==> config.mk <==
export PLATFORM = sky130hd
export DESIGN_NAME = frame_level_voice_activity_detector
export DESIGN_NICKNAME = d
export VERILOG_FILES = /design/src/design/vad_pkg.sv /design/src/design/vad_frame_acc.sv /design/src/design/vad_decide.sv /design/src/design/frame_level_voice_activity_detector.sv
export SDC_FILE = /design/constraint.sdc
export NUM_CORES = 1
export LEC_CHECK = 0
export BUFFER_PORTS_ARGS = -buffer_cell sky130_fd_sc_hd__buf_2
export CAP_MARGIN = 20
export CORE_MARGIN = 5
export CORE_UTILIZATION = 55
export CTS_CLUSTER_DIAMETER = 50
export DETAILED_ROUTE_END_ITERATION = 7
export GPL_TIMING_DRIVEN = 0
export PLACE_DENSITY_LB_ADDON = 0.05
export SLEW_MARGIN = 15
export SYNTH_ARGS = -nofsm -noshare
export SYNTH_HDL_FRONTEND = slang
export SYNTH_SLANG_ARGS = --single-unit
==> constraint.sdc <==
create_clock -name clk -period 23.7 [get_ports clk]
set_input_delay 0 -clock clk [delete_from_list [all_inputs] [get_ports clk]]
set_output_delay 0 -clock clk [all_outputs]
set_load 0.05 [all_outputs]
==> src/design/vad_pkg.sv <==
// Shared constants, types and the level function of the voice activity detector.
package vad_pkg;

  // Frame length limit used when the top level is not overridden.
  localparam int unsigned MAX_FRAME_SAMPLES_DEF = 1024;

  // Configuration port geometry: five 32-bit registers at byte addresses 4*i.
  localparam int unsigned APB_AW = 5;
  localparam int unsigned APB_DW = 32;

  // Register indexes (word address on the configuration port).
  localparam logic [2:0] REG_START_THR = 3'd0;
  localparam logic [2:0] REG_END_THR   = 3'd1;
  localparam logic [2:0] REG_START_FRM = 3'd2;
  localparam logic [2:0] REG_END_FRM   = 3'd3;
  localparam logic [2:0] REG_SEG_CAP   = 3'd4;

  // Register reset values.
  localparam logic [6:0]  RST_START_THR = 7'd30;
  localparam logic [6:0]  RST_END_THR   = 7'd20;
  localparam logic [15:0] RST_START_FRM = 16'd3;
  localparam logic [15:0] RST_END_FRM   = 16'd10;
  localparam logic [23:0] RST_SEG_CAP   = 24'd80000;

  // Largest magnitude a sample can contribute, and the percent scale.
  localparam logic [14:0] PEAK_MAX    = 15'h7fff;
  localparam logic [6:0]  LEVEL_SCALE = 7'd100;

  // Configuration register set.
  typedef struct packed {
    logic [6:0]  start_threshold;
    logic [6:0]  end_threshold;
    logic [15:0] start_frames;
    logic [15:0] end_frames;
    logic [23:0] seg_capacity;
  } cfg_t;

  // One result item.
  typedef struct packed {
    logic [6:0]  level_pct;
    logic        speech_on;
    logic [15:0] segment_number;
    logic        start_event;
    logic        end_event;
    logic [23:0] segment_length;
  } result_t;

  // Level in percent: peak*100/32767. The divide by 2^15-1 takes the quotient
  // from the top bits and fixes it with a single compare, since the remainder
  // estimate always stays below twice the divisor.
  function automatic logic [6:0] level_of(input logic [14:0] peak);
    logic [21:0] prod;
    logic [6:0]  q0;
    logic [15:0] rem;
    prod = 22'(peak) * 22'(LEVEL_SCALE);
    q0   = prod[21:15];
    rem  = {1'b0, prod[14:0]} + {9'd0, q0};
    level_of = (rem >= {1'b0, PEAK_MAX}) ? q0 + 7'd1 : q0;
  endfunction

endpackage

==> src/design/vad_frame_acc.sv <==
// Per-sample peak and sample count accumulation, with a register for each finished frame.
module vad_frame_acc #(
  parameter int unsigned MAX_FRAME_SAMPLES = vad_pkg::MAX_FRAME_SAMPLES_DEF,
  localparam int unsigned CNT_W = $clog2(MAX_FRAME_SAMPLES + 1)
) (
  input  logic               clk,
  input  logic               rst_n,
  input  logic               smp_valid,
  input  logic signed [15:0] smp_data,
  input  logic               smp_last,
  output logic               smp_ready,
  output logic               frm_valid,
  output logic [14:0]        frm_peak,
  output logic [CNT_W-1:0]   frm_count,
  input  logic               frm_ready
);
  import vad_pkg::*;

  logic [14:0]      peak_r, peak_nxt;
  logic [CNT_W-1:0] cnt_r, cnt_nxt;
  logic             frm_valid_r;
  logic [14:0]      frm_peak_r;
  logic [CNT_W-1:0] frm_count_r;

  logic [15:0]      abs_val;
  logic [14:0]      mag;
  logic [14:0]      peak_upd;
  logic [CNT_W-1:0] cnt_inc;
  logic             frame_done;
  logic             slot_free;
  logic             take;

  // Magnitude of the sample, clamped so the most negative code gives 32767.
  always_comb begin
    abs_val  = smp_data[15] ? 16'(-smp_data) : 16'(smp_data);
    mag      = abs_val[15] ? PEAK_MAX : abs_val[14:0];
    peak_upd = (mag > peak_r) ? mag : peak_r;
    cnt_inc  = cnt_r + CNT_W'(1);
    // A frame also closes once it holds the maximum number of samples.
    frame_done = smp_last || (cnt_inc == CNT_W'(MAX_FRAME_SAMPLES));
  end

  // A sample is taken whenever the frame register can hold a possible result.
  assign slot_free = !frm_valid_r || frm_ready;
  assign take      = smp_valid && slot_free;
  assign smp_ready = slot_free;

  // Running values restart after the frame is handed on.
  always_comb begin
    peak_nxt = peak_r;
    cnt_nxt  = cnt_r;
    if (take) begin
      peak_nxt = frame_done ? '0 : peak_upd;
      cnt_nxt  = frame_done ? '0 : cnt_inc;
    end
  end

  always_ff @(posedge clk) begin
    if (!rst_n) begin
      peak_r      <= '0;
      cnt_r       <= '0;
      frm_valid_r <= 1'b0;
    end else begin
      peak_r <= peak_nxt;
      cnt_r  <= cnt_nxt;
      if (slot_free) begin
        frm_valid_r <= take && frame_done;
      end
    end
  end

  // Finished frame payload.
  always_ff @(posedge clk) begin
    if (take && frame_done) begin
      frm_peak_r  <= peak_upd;
      frm_count_r <= cnt_inc;
    end
  end

  assign frm_valid = frm_valid_r;
  assign frm_peak  = frm_peak_r;
  assign frm_count = frm_count_r;

endmodule

==> src/design/vad_decide.sv <==
// Frame level smoothing, start/end hysteresis, segment capture and the result register.
module vad_decide #(
  parameter int unsigned MAX_FRAME_SAMPLES = vad_pkg::MAX_FRAME_SAMPLES_DEF,
  localparam int unsigned CNT_W = $clog2(MAX_FRAME_SAMPLES + 1)
) (
  input  logic                  clk,
  input  logic                  rst_n,
  input  vad_pkg::cfg_t         cfg,
  input  logic                  frm_valid,
  input  logic [14:0]           frm_peak,
  input  logic [CNT_W-1:0]      frm_count,
  output logic                  frm_ready,
  output logic                  out_valid,
  output vad_pkg::result_t      out_res,
  input  logic                  out_ready
);
  import vad_pkg::*;

  logic [6:0]  smooth_r, smooth_nxt;
  logic [15:0] loud_r, loud_nxt;
  logic [15:0] quiet_r, quiet_nxt;
  logic [15:0] segcnt_r, segcnt_nxt;
  logic        speech_r, speech_nxt;
  logic [23:0] capt_r, capt_nxt;
  logic        out_valid_r;
  result_t     res_r;

  logic [6:0]  level;
  logic [8:0]  smooth_sum;
  logic [15:0] loud_inc;
  logic [15:0] quiet_inc;
  logic        start_ev;
  logic        end_ev;
  logic [23:0] capt_base;
  logic [23:0] room;
  logic [23:0] cnt_ext;
  logic [23:0] capt_sum;
  logic        out_free;
  logic        take;

  assign out_free  = !out_valid_r || out_ready;
  assign take      = frm_valid && out_free;
  assign frm_ready = out_free;

  // Level of the frame and the 3:1 smoothing with the previous level.
  always_comb begin
    level      = level_of(frm_peak);
    smooth_sum = {2'b00, smooth_r} + {1'b0, smooth_r, 1'b0} + {2'b00, level};
    smooth_nxt = smooth_sum[8:2];
  end

  // Start/end hysteresis qualified by runs of loud or quiet frames.
  always_comb begin
    loud_inc   = loud_r + 16'd1;
    quiet_inc  = quiet_r + 16'd1;
    speech_nxt = speech_r;
    loud_nxt   = loud_r;
    quiet_nxt  = quiet_r;
    segcnt_nxt = segcnt_r;
    start_ev   = 1'b0;
    end_ev     = 1'b0;
    if (speech_r) begin
      if (smooth_nxt >= cfg.end_threshold) begin
        quiet_nxt = '0;
      end else begin
        quiet_nxt = quiet_inc;
        if (quiet_inc >= cfg.end_frames) begin
          speech_nxt = 1'b0;
          loud_nxt   = '0;
          quiet_nxt  = '0;
          segcnt_nxt = segcnt_r + 16'd1;
          end_ev     = 1'b1;
        end
      end
    end else begin
      if (smooth_nxt >= cfg.start_threshold) begin
        loud_nxt = loud_inc;
        if (loud_inc >= cfg.start_frames) begin
          speech_nxt = 1'b1;
          quiet_nxt  = '0;
          start_ev   = 1'b1;
        end
      end else begin
        loud_nxt = '0;
      end
    end
  end

  // Segment capture: the frame's samples are added while speech is on,
  // saturating at the capacity. A start clears the count first; an end
  // reports the count and then clears it.
  always_comb begin
    capt_base = start_ev ? '0 : capt_r;
    room      = cfg.seg_capacity - capt_base;
    cnt_ext   = 24'(frm_count);
    capt_sum  = capt_base;
    if (speech_nxt && (capt_base < cfg.seg_capacity)) begin
      capt_sum = capt_base + ((room > cnt_ext) ? cnt_ext : room);
    end
    capt_nxt = end_ev ? '0 : capt_sum;
  end

  // Detector state moves only when a frame transfers into the result register.
  always_ff @(posedge clk) begin
    if (!rst_n) begin
      smooth_r    <= '0;
      loud_r      <= '0;
      quiet_r     <= '0;
      segcnt_r    <= '0;
      speech_r    <= 1'b0;
      capt_r      <= '0;
      out_valid_r <= 1'b0;
    end else begin
      if (take) begin
        smooth_r <= smooth_nxt;
        loud_r   <= loud_nxt;
        quiet_r  <= quiet_nxt;
        segcnt_r <= segcnt_nxt;
        speech_r <= speech_nxt;
        capt_r   <= capt_nxt;
      end
      if (out_free) begin
        out_valid_r <= frm_valid;
      end
    end
  end

  // Result payload.
  always_ff @(posedge clk) begin
    if (take) begin
      res_r.level_pct      <= smooth_nxt;
      res_r.speech_on      <= speech_nxt;
      res_r.segment_number <= segcnt_nxt;
      res_r.start_event    <= start_ev;
      res_r.end_event      <= end_ev;
      res_r.segment_length <= capt_sum;
    end
  end

  assign out_valid = out_valid_r;
  assign out_res   = res_r;

  // A pending result always mirrors the detector state it was taken from.
  a_res_matches_state: assert property (@(posedge clk) disable iff (!rst_n)
    out_valid_r |-> (res_r.segment_number == segcnt_r) && (res_r.speech_on == speech_r)
                    && (res_r.level_pct == smooth_r))
    else $error("pending result differs from detector state");

  // Events agree with the speech flag of the same frame.
  a_event_flag: assert property (@(posedge clk) disable iff (!rst_n)
    out_valid_r && (res_r.start_event || res_r.end_event) |->
      (res_r.speech_on == res_r.start_event) && !(res_r.start_event && res_r.end_event))
    else $error("start or end event inconsistent with speech flag");

  // The smoothed level never leaves the percent range.
  a_level_range: assert property (@(posedge clk) disable iff (!rst_n)
    out_valid_r |-> (res_r.level_pct <= LEVEL_SCALE))
    else $error("level above 100 percent");

  // The quiet run only counts while speech is on.
  a_quiet_idle: assert property (@(posedge clk) disable iff (!rst_n)
    !speech_r |-> (quiet_r == 16'd0))
    else $error("quiet run nonzero while idle");

endmodule

==> src/design/frame_level_voice_activity_detector.sv <==
// A frame's last sample passes the input register, the frame register and the result register.
// Throughput: one sample per cycle while out_ready is high; the peak and count registers and the
// detector registers each update once per cycle, so one-sample frames follow at full rate.
// Reset (rst_n low, synchronous): all run state cleared, speech idle, registers at their
// documented defaults, no result pending.
module frame_level_voice_activity_detector #(
  parameter int unsigned MAX_FRAME_SAMPLES = vad_pkg::MAX_FRAME_SAMPLES_DEF
) (
  input  logic                        clk,
  input  logic                        rst_n,
  // Sample channel
  input  logic                        in_valid,
  output logic                        in_ready,
  input  logic signed [15:0]          in_pcm_sample,
  input  logic                        in_frame_end,
  // Result channel
  output logic                        out_valid,
  input  logic                        out_ready,
  output logic [6:0]                  out_level_pct,
  output logic                        out_speech_on,
  output logic [15:0]                 out_segment_number,
  output logic                        out_start_event,
  output logic                        out_end_event,
  output logic [23:0]                 out_segment_length,
  // Configuration port
  input  logic                        psel,
  input  logic                        penable,
  input  logic                        pwrite,
  input  logic [vad_pkg::APB_AW-1:0]  paddr,
  input  logic [vad_pkg::APB_DW-1:0]  pwdata,
  output logic [vad_pkg::APB_DW-1:0]  prdata,
  output logic                        pready
);
  import vad_pkg::*;

  localparam int unsigned CNT_W = $clog2(MAX_FRAME_SAMPLES + 1);

  cfg_t               cfg_r;
  logic [2:0]         reg_idx;
  logic               reg_wr;

  logic               smp_valid_r;
  logic signed [15:0] smp_data_r;
  logic               smp_last_r;
  logic               smp_ready;

  logic               frm_valid;
  logic [14:0]        frm_peak;
  logic [CNT_W-1:0]   frm_count;
  logic               frm_ready;
  result_t            res;

  // Configuration registers: written on the access phase of a write transfer.
  assign pready  = 1'b1;
  assign reg_idx = paddr[APB_AW-1:2];
  assign reg_wr  = psel && penable && pwrite && pready;

  always_ff @(posedge clk) begin
    if (!rst_n) begin
      cfg_r.start_threshold <= RST_START_THR;
      cfg_r.end_threshold   <= RST_END_THR;
      cfg_r.start_frames    <= RST_START_FRM;
      cfg_r.end_frames      <= RST_END_FRM;
      cfg_r.seg_capacity    <= RST_SEG_CAP;
    end else if (reg_wr) begin
      unique case (reg_idx)
        REG_START_THR: cfg_r.start_threshold <= pwdata[6:0];
        REG_END_THR:   cfg_r.end_threshold   <= pwdata[6:0];
        REG_START_FRM: cfg_r.start_frames    <= pwdata[15:0];
        REG_END_FRM:   cfg_r.end_frames      <= pwdata[15:0];
        REG_SEG_CAP:   cfg_r.seg_capacity    <= pwdata[23:0];
        default: ;
      endcase
    end
  end

  // Register read back.
  always_comb begin
    unique case (reg_idx)
      REG_START_THR: prdata = APB_DW'(cfg_r.start_threshold);
      REG_END_THR:   prdata = APB_DW'(cfg_r.end_threshold);
      REG_START_FRM: prdata = APB_DW'(cfg_r.start_frames);
      REG_END_FRM:   prdata = APB_DW'(cfg_r.end_frames);
      REG_SEG_CAP:   prdata = APB_DW'(cfg_r.seg_capacity);
      default:       prdata = '0;
    endcase
  end

  // Input register: takes a new transfer when it is empty or its content moves on.
  assign in_ready = !smp_valid_r || smp_ready;

  always_ff @(posedge clk) begin
    if (!rst_n) begin
      smp_valid_r <= 1'b0;
    end else if (in_ready) begin
      smp_valid_r <= in_valid;
    end
  end

  always_ff @(posedge clk) begin
    if (in_valid && in_ready) begin
      smp_data_r <= in_pcm_sample;
      smp_last_r <= in_frame_end;
    end
  end

  vad_frame_acc #(
    .MAX_FRAME_SAMPLES (MAX_FRAME_SAMPLES)
  ) u_acc (
    .clk       (clk),
    .rst_n     (rst_n),
    .smp_valid (smp_valid_r),
    .smp_data  (smp_data_r),
    .smp_last  (smp_last_r),
    .smp_ready (smp_ready),
    .frm_valid (frm_valid),
    .frm_peak  (frm_peak),
    .frm_count (frm_count),
    .frm_ready (frm_ready)
  );

  vad_decide #(
    .MAX_FRAME_SAMPLES (MAX_FRAME_SAMPLES)
  ) u_decide (
    .clk       (clk),
    .rst_n     (rst_n),
    .cfg       (cfg_r),
    .frm_valid (frm_valid),
    .frm_peak  (frm_peak),
    .frm_count (frm_count),
    .frm_ready (frm_ready),
    .out_valid (out_valid),
    .out_res   (res),
    .out_ready (out_ready)
  );

  assign out_level_pct      = res.level_pct;
  assign out_speech_on      = res.speech_on;
  assign out_segment_number = res.segment_number;
  assign out_start_event    = res.start_event;
  assign out_end_event      = res.end_event;
  assign out_segment_length = res.segment_length;

endmodule
Word-level counts from Yosys, hierarchy flattened
Index checks and enable logic that the tools add are counted.

storage, ports and cells
  register bits after elaboration = 272
  input bits = 61
  output and inout bits = 85
  logic and storage cells = 109

operators by class
  $add $sub $neg = 11
  $mul = 1
  magnitude comparators = 8
  equality and inequality tests = 7
  mux-type cells = 32
  reductions and logical operators = 24

operators with widths
  kind                                                   number
  2-to-1 mux 16 bit                                      13
  case mux 24 bit (5 select lines)                       1
  2-to-1 mux 24 bit                                      4
  adder 16 x 1 -> 16 bit, second input constant          3
  2-to-1 mux 15 bit                                      3
  >= comparator 16 bit                                   2
  adder 24 bit                                           1
  greater-than comparator 24 x 11 -> 1 bit               1
  < comparator 24 bit                                    1
  subtractor 24 bit                                      1
  multiplier 15 x 5 -> 20 bit, second input constant     1
  adder 15 x 7 -> 16 bit                                 1
  >= comparator 16 x 15 -> 1 bit, second input constant  1
  negation 16 bit                                        1
  greater-than comparator 15 bit                         1
  >= comparator 7 bit                                    2
  adder 11 x 1 -> 11 bit, second input constant          1
  equality test 11 bit, second input constant            1
  2-to-1 mux 11 bit                                      1
  AND reduction 2 bit                                    5
  adder 7 x 8 -> 9 bit                                   1
  adder 9 x 7 -> 9 bit                                   1
  2-to-1 mux 1 bit                                       9
  adder 7 x 1 -> 7 bit, second input constant            1
  11 further kinds                                       26

Longest topological paths before layout
  word-level depth = 15
  gate-level depth with buffers = 68
  gate-level depth less buffers = 67

Cells and area by module
A second synthesis with hierarchy kept.

second synthesis, totals
  cell total of the unflattened synthesis = 2114
  area, all modules = 19042.0 µm²

modules (own cells, without submodules)
  module                               instances  cells each  area each (µm²)  seq. area each (µm²)
  vad_decide                           1          1408        12021.5          3123.0
  frame_level_voice_activity_detector  1          372         3862.5           1931.9
  vad_frame_acc                        1          334         3158.0           1321.3

Worst setup path after synthesis
OpenSTA, ideal clock, no wires.

  path type = reg2reg
  start = register u_acc.frm_peak_r[3] (netlist: u_acc.frm_peak[3])
  end = register u_decide.capt_r[12]
  setup time = 0.117 ns
  arrival time = 14.107 ns
  required time = 23.583 ns
  setup slack = 9.477 ns
  stages on the path, launching flop included = 68
  buffers on the path = 2
  clock period less this slack = 14.223 ns
  cell sequence = edfxtp_1 ha_1 ha_1 inv_1 fa_1 inv_1 ha_1 and2_4 and3_1 o32a_1 a31o_1 o31a_1 o21a_1 nor2_1 xnor2_1 ha_1 a211o_1 and3_2 (+32 left out) a31oi_1 or4_1 a21oi_1 nor4b_2 buf_4 mux2i_1 ha_1 fa_1 a21o_1 a21o_1 a21o_1 o22a_1 a21o_1 a2111oi_0 nor3_1 xnor2_1 mux2i_1 a22o_1

on the way
  cells in the longest elaborated chain, start to end = 15
  elaborated cells on any way between the ends = 23
  those cells by class = add/sub (5); mul (1); order compare (5); mux (11); reduce/logical (1)

ends and longest elaborated chain
  element                                   RTL line             RTL
  start, declared                           vad_frame_acc.sv:22  logic [14:0] frm_peak_r;
  start signal, assigned                    vad_frame_acc.sv:75  frm_peak_r <= peak_upd;
  multiplier 15 x 5 -> 20 bit *             vad_pkg.sv:55        prod = 22'(peak) * 22'(LEVEL_SCALE);
  adder 15 x 7 -> 16 bit                    vad_pkg.sv:57        rem = {1'b0, prod[14:0]} + {9'd0, q0};
  >= comparator 16 x 15 -> 1 bit            vad_pkg.sv:58        level_of = (rem >= {1'b0, PEAK_MAX}) ? q0 + 7'd1 : q0;
  2-to-1 mux 7 bit *                        vad_pkg.sv:58
  adder 9 x 7 -> 9 bit *                    vad_decide.sv:48     smooth_sum = {2'b00, smooth_r} + {1'b0, smooth_r, 1'b0} + {2'b00, level};
  named net u_decide.smooth_sum[6]          vad_decide.sv:29     logic [8:0] smooth_sum;
  >= comparator 7 bit                       vad_decide.sv:76     if (smooth_nxt >= cfg.start_threshold) begin
  2-to-1 mux 1 bit                          vad_decide.sv:76
  2-to-1 mux 1 bit                          vad_decide.sv:62     if (speech_r) begin
  2-to-1 mux 24 bit                         vad_decide.sv:93     capt_base = start_ev ? '0 : capt_r;
  subtractor 24 bit                         vad_decide.sv:94     room = cfg.seg_capacity - capt_base;
  greater-than comparator 24 x 11 -> 1 bit  vad_decide.sv:98     capt_sum = capt_base + ((room > cnt_ext) ? cnt_ext : room);
  2-to-1 mux 24 bit                         vad_decide.sv:98
  adder 24 bit                              vad_decide.sv:98
  2-to-1 mux 24 bit *                       vad_decide.sv:97     if (speech_nxt && (capt_base < cfg.seg_capacity)) begin
  named net u_decide.capt_sum[12]           vad_decide.sv:37     logic [23:0] capt_sum;
  2-to-1 mux 24 bit *                       vad_decide.sv:100    capt_nxt = end_ev ? '0 : capt_sum;
  end signal, assigned                      vad_decide.sv:120    capt_r <= capt_nxt;
  end, declared                             vad_decide.sv:24     logic [23:0] capt_r, capt_nxt;

The timed path passes the listed nets; every way through them passes the cells marked *.
A chain may end at the register's enable or synchronous reset.

Worst setup path in the final report
  start = register u_acc.frm_peak_r[3] (netlist: u_acc.frm_peak[3])
  end = register u_decide.res_r, in the netlist u_decide.out_res[21], data pin

on the way
  cells in the longest elaborated chain, start to end = 14
  elaborated cells on any way between the ends = 20
  those cells by class = add/sub (5); mul (1); order compare (5); mux (8); reduce/logical (1)

ends and longest elaborated chain
  element                                   RTL line          RTL
  multiplier 15 x 5 -> 20 bit *             vad_pkg.sv:55
  adder 15 x 7 -> 16 bit                    vad_pkg.sv:57
  >= comparator 16 x 15 -> 1 bit            vad_pkg.sv:58
  2-to-1 mux 7 bit *                        vad_pkg.sv:58
  adder 9 x 7 -> 9 bit *                    vad_decide.sv:48
  named net u_decide.smooth_sum[6]          vad_decide.sv:29
  >= comparator 7 bit                       vad_decide.sv:76
  2-to-1 mux 1 bit                          vad_decide.sv:76
  2-to-1 mux 1 bit                          vad_decide.sv:62
  2-to-1 mux 24 bit                         vad_decide.sv:93
  subtractor 24 bit                         vad_decide.sv:94
  greater-than comparator 24 x 11 -> 1 bit  vad_decide.sv:98
  2-to-1 mux 24 bit                         vad_decide.sv:98
  adder 24 bit                              vad_decide.sv:98
  2-to-1 mux 24 bit *                       vad_decide.sv:97
  named net u_decide.capt_sum[21]           vad_decide.sv:37
  end, declared                             vad_decide.sv:26  result_t res_r;

Marked as above.

==> results_dict.tcl <==
set metrics [dict create \
    synth_warnings 0 \
    clock_path_buffers 3 \
    fp.dieH_um 194 \
    synth_cells 2067 \
    numCtsBuffers 37 \
    synth-seq-cells 272 \
    routabilityCongestion 0.890 \
    worstMarginPinSlew_ns 1.00 \
    synth-seq-area-share 0.342 \
    clock_latency_ns 0.54 \
    start_util 0.556 \
    antenna_left 0 \
    status "completed" \
    leakage_nw 9.77 \
    layout_common_cells "nand2_1, ha_1, inv_1, dfxtp_1, buf_2" \
    rows 67 \
    viasPerCell 5.62 \
    grt_antenna_before_repair 1 \
    crit_fanout 10 \
    async_flop_share 0 \
    dpl.hpwl_um 38200 \
    worstPathArrival_ns 17.39 \
    max_clock_freq_mhz 58.9 \
    ios 146 \
    htree_levels 2 \
    slew-limit-headroom 0.325 \
    hp-class "in -> reg" \
    vias 15600 \
    core-area_um2 33500 \
    fin_skew_ns 0.0312 \
    cts_root_buffer "clkbuf_16" \
    period_minus_slack_ns 16.98 \
    grt_start_max_net_pins 60 \
    finalHoldViolCount 0 \
    grt_pass1_vias 15200 \
    worstSetupStartpointType "flop" \
    cts_tree "built" \
    grt_usage 0.256 \
    wl_um 49600 \
    mappedNetlistArea_um2 18600 \
    nNetsFinal 2563 \
    crit_top_cell "ha_1" \
    dieArea_um2 37700 \
    max-vdd-ir-drop_mv 0.0650 \
    numClockSinks 272 \
    dp_slack_ns 6.91 \
    final_common_cell "nand2_1" \
    clkTransAtPathRegs_ns 0.06 \
    total_power_w 0.00135 \
    criticalPathCategory "reg -> reg" \
    crit_path_max_incr_delay_ns 0.65 \
    die_x_um 194 \
    setup_viol 0 \
    drive_gt1_frac 0.105 \
    slew_violations 0 \
    overflow 0 \
    portBuffers 124 \
    fillers 2898 \
    post-route-drc-count 0 \
    tns_ns 0 \
    syn-mean-instance-area_um2 9.02 \
    post_drt_wl_per_cell_um 17.9 \
    yosysTopAreaCellShare 0.192 \
    yosysTopAreaCell "dfxtp_1" \
    synth_edf_count 93 \
    drtIter0Drc 1069 \
    rsz0062_at_grt "false" \
    power.density_nw_per_um2 62.5 \
    crit_path_end_kind "flop" \
    area_growth_pct 16.2 \
    layout_setup_ws_ns 6.72 \
    ys.flop_type "dfxtp_1" \
    grt_pass1_wl_um 79300 \
    synth.distinct_cells 86 \
    critPathSlowestCell "clkbuf_1" \
    fin_crit_sh 0.716 \
    dr.pass1.iters 5 \
    maxCapViolCount 0 \
    crit_required_ns 24.11 \
    synth_area_leaders "dfxtp_1, edfxtp_1, ha_1" \
]
[metrics by stage]
step	instances	hold WS (ns)	util	cell area, um2
floorplan	2086	0.0989	-	18700
global placement	2658	0.176	0.593	19900
detailed placement	2661	0.178	0.595	20000
CTS	2773	0.0277	0.646	21700
global route	2774	0.0589	0.646	21700
finish	2774	0.0638	0.646	21700
[layer usage]
metal / vias to the layer above / global-route usage / wire [um]
met1: 7369 / 0.352 / 22600
li1: 7742 / - / -
met2: 403 / 0.415 / 22500
met4: 0 / 0.0878 / 1670
met5: - / 0 / 0
met3: 83 / 0.0372 / 2740
[state kept, by name, indices dropped and copies added, names as in the netlist, 7 cells and up]
register           cells
cfg_r                 70
u_decide.out_res      50
u_decide.capt_r       24
smp_data_r            16
u_decide.loud_r       16
u_decide.quiet_r      16
u_decide.segcnt_r     16
u_acc.frm_peak        15
u_acc.peak_r          15
u_acc.cnt_r           11
u_acc.frm_count       11
u_decide.smooth_r      7
[synth_stat cells, types with 16 or more instances]
cell	instances
nand2_1	228
and2_1	30
and3_1	37
clkbuf_1	69
nor3b_1	16
nor3_1	28
mux2_2	17
nand3_1	52
edfxtp_1	93
mux2i_1	65
fa_1	20
inv_1	179
dfxtp_1	179
a22o_1	23
a21oi_1	90
o21a_1	24
nand2b_1	16
nand4_1	17
nor2_1	89
ha_1	186
a32o_1	16
o21ai_0	90
xor2_1	71
nor2b_1	51
a21boi_0	71
a21o_1	42
xnor2_1	54
[area by class of cell]
type	instances	area [um2]	area share
sequential	272	6380	0.294
clock buffer	49	1060	0.0492
clock inverter	19	198	0.00913
tap	448	561	0.0259
multi-input combinational	1543	11300	0.520
antenna	1	2.50	0.000116
timing repair buffer	171	1110	0.0511
buffer	91	423	0.0195
inverter	180	676	0.0312
[cell families after synthesis]
group,count (synthesis),synth area share
AO/OA/AOI/OAI,478,0.177
XOR/XNOR,125,0.0587
adder cells (fa/ha/maj),206,0.146
buffers and inverters,271,0.0589
flip-flops,272,0.342
multiplexers,93,0.0518
other,2,0.000403
AND/OR/NAND/NOR,620,0.165
[power breakdown]
part           internal, W  switching, W
logic             0.000119      0.000171
clock network     0.000344      0.000217
registers         0.000494    0.00000766
[worst max-delay path: cells and delay by family, from the launching register on]
| kind | cells | cell delay, ns |
|---|---|---|
| flip-flops | 1 | 0.51 |
| XOR/XNOR | 4 | 0.83 |
| AND/OR/NAND/NOR | 20 | 4.46 |
| multiplexers | 1 | 0.37 |
| buffers and inverters | 5 | 1.07 |
| adder cells (fa/ha/maj) | 11 | 3.98 |
| AO/OA/AOI/OAI | 26 | 5.61 |
[worst paths after layout]
check                                          from                                 to  slack (ns)  cells past startpoint
setup / recovery        u_acc.frm_peak[3]$_DFFE_PP_     u_decide.out_res[21]$_DFFE_PP_        6.72                     67
hold reg to reg   u_decide.smooth_r[3]$_SDFFE_PN0P_  u_decide.smooth_r[3]$_SDFFE_PN0P_        0.47                      2
setup reg to reg        u_acc.frm_peak[3]$_DFFE_PP_     u_decide.out_res[21]$_DFFE_PP_        6.72                     67
hold / removal                                rst_n   u_decide.capt_r[21]$_SDFFE_PN0P_        0.06                      3
[timing repair]
action,in CTS,in global routing
resized for setup,0,0
endpoints found under the hold margin,91,0
buffers inserted,0,0
hold buffers,44,0
Note: power is estimated with default switching activity, not from simulation.
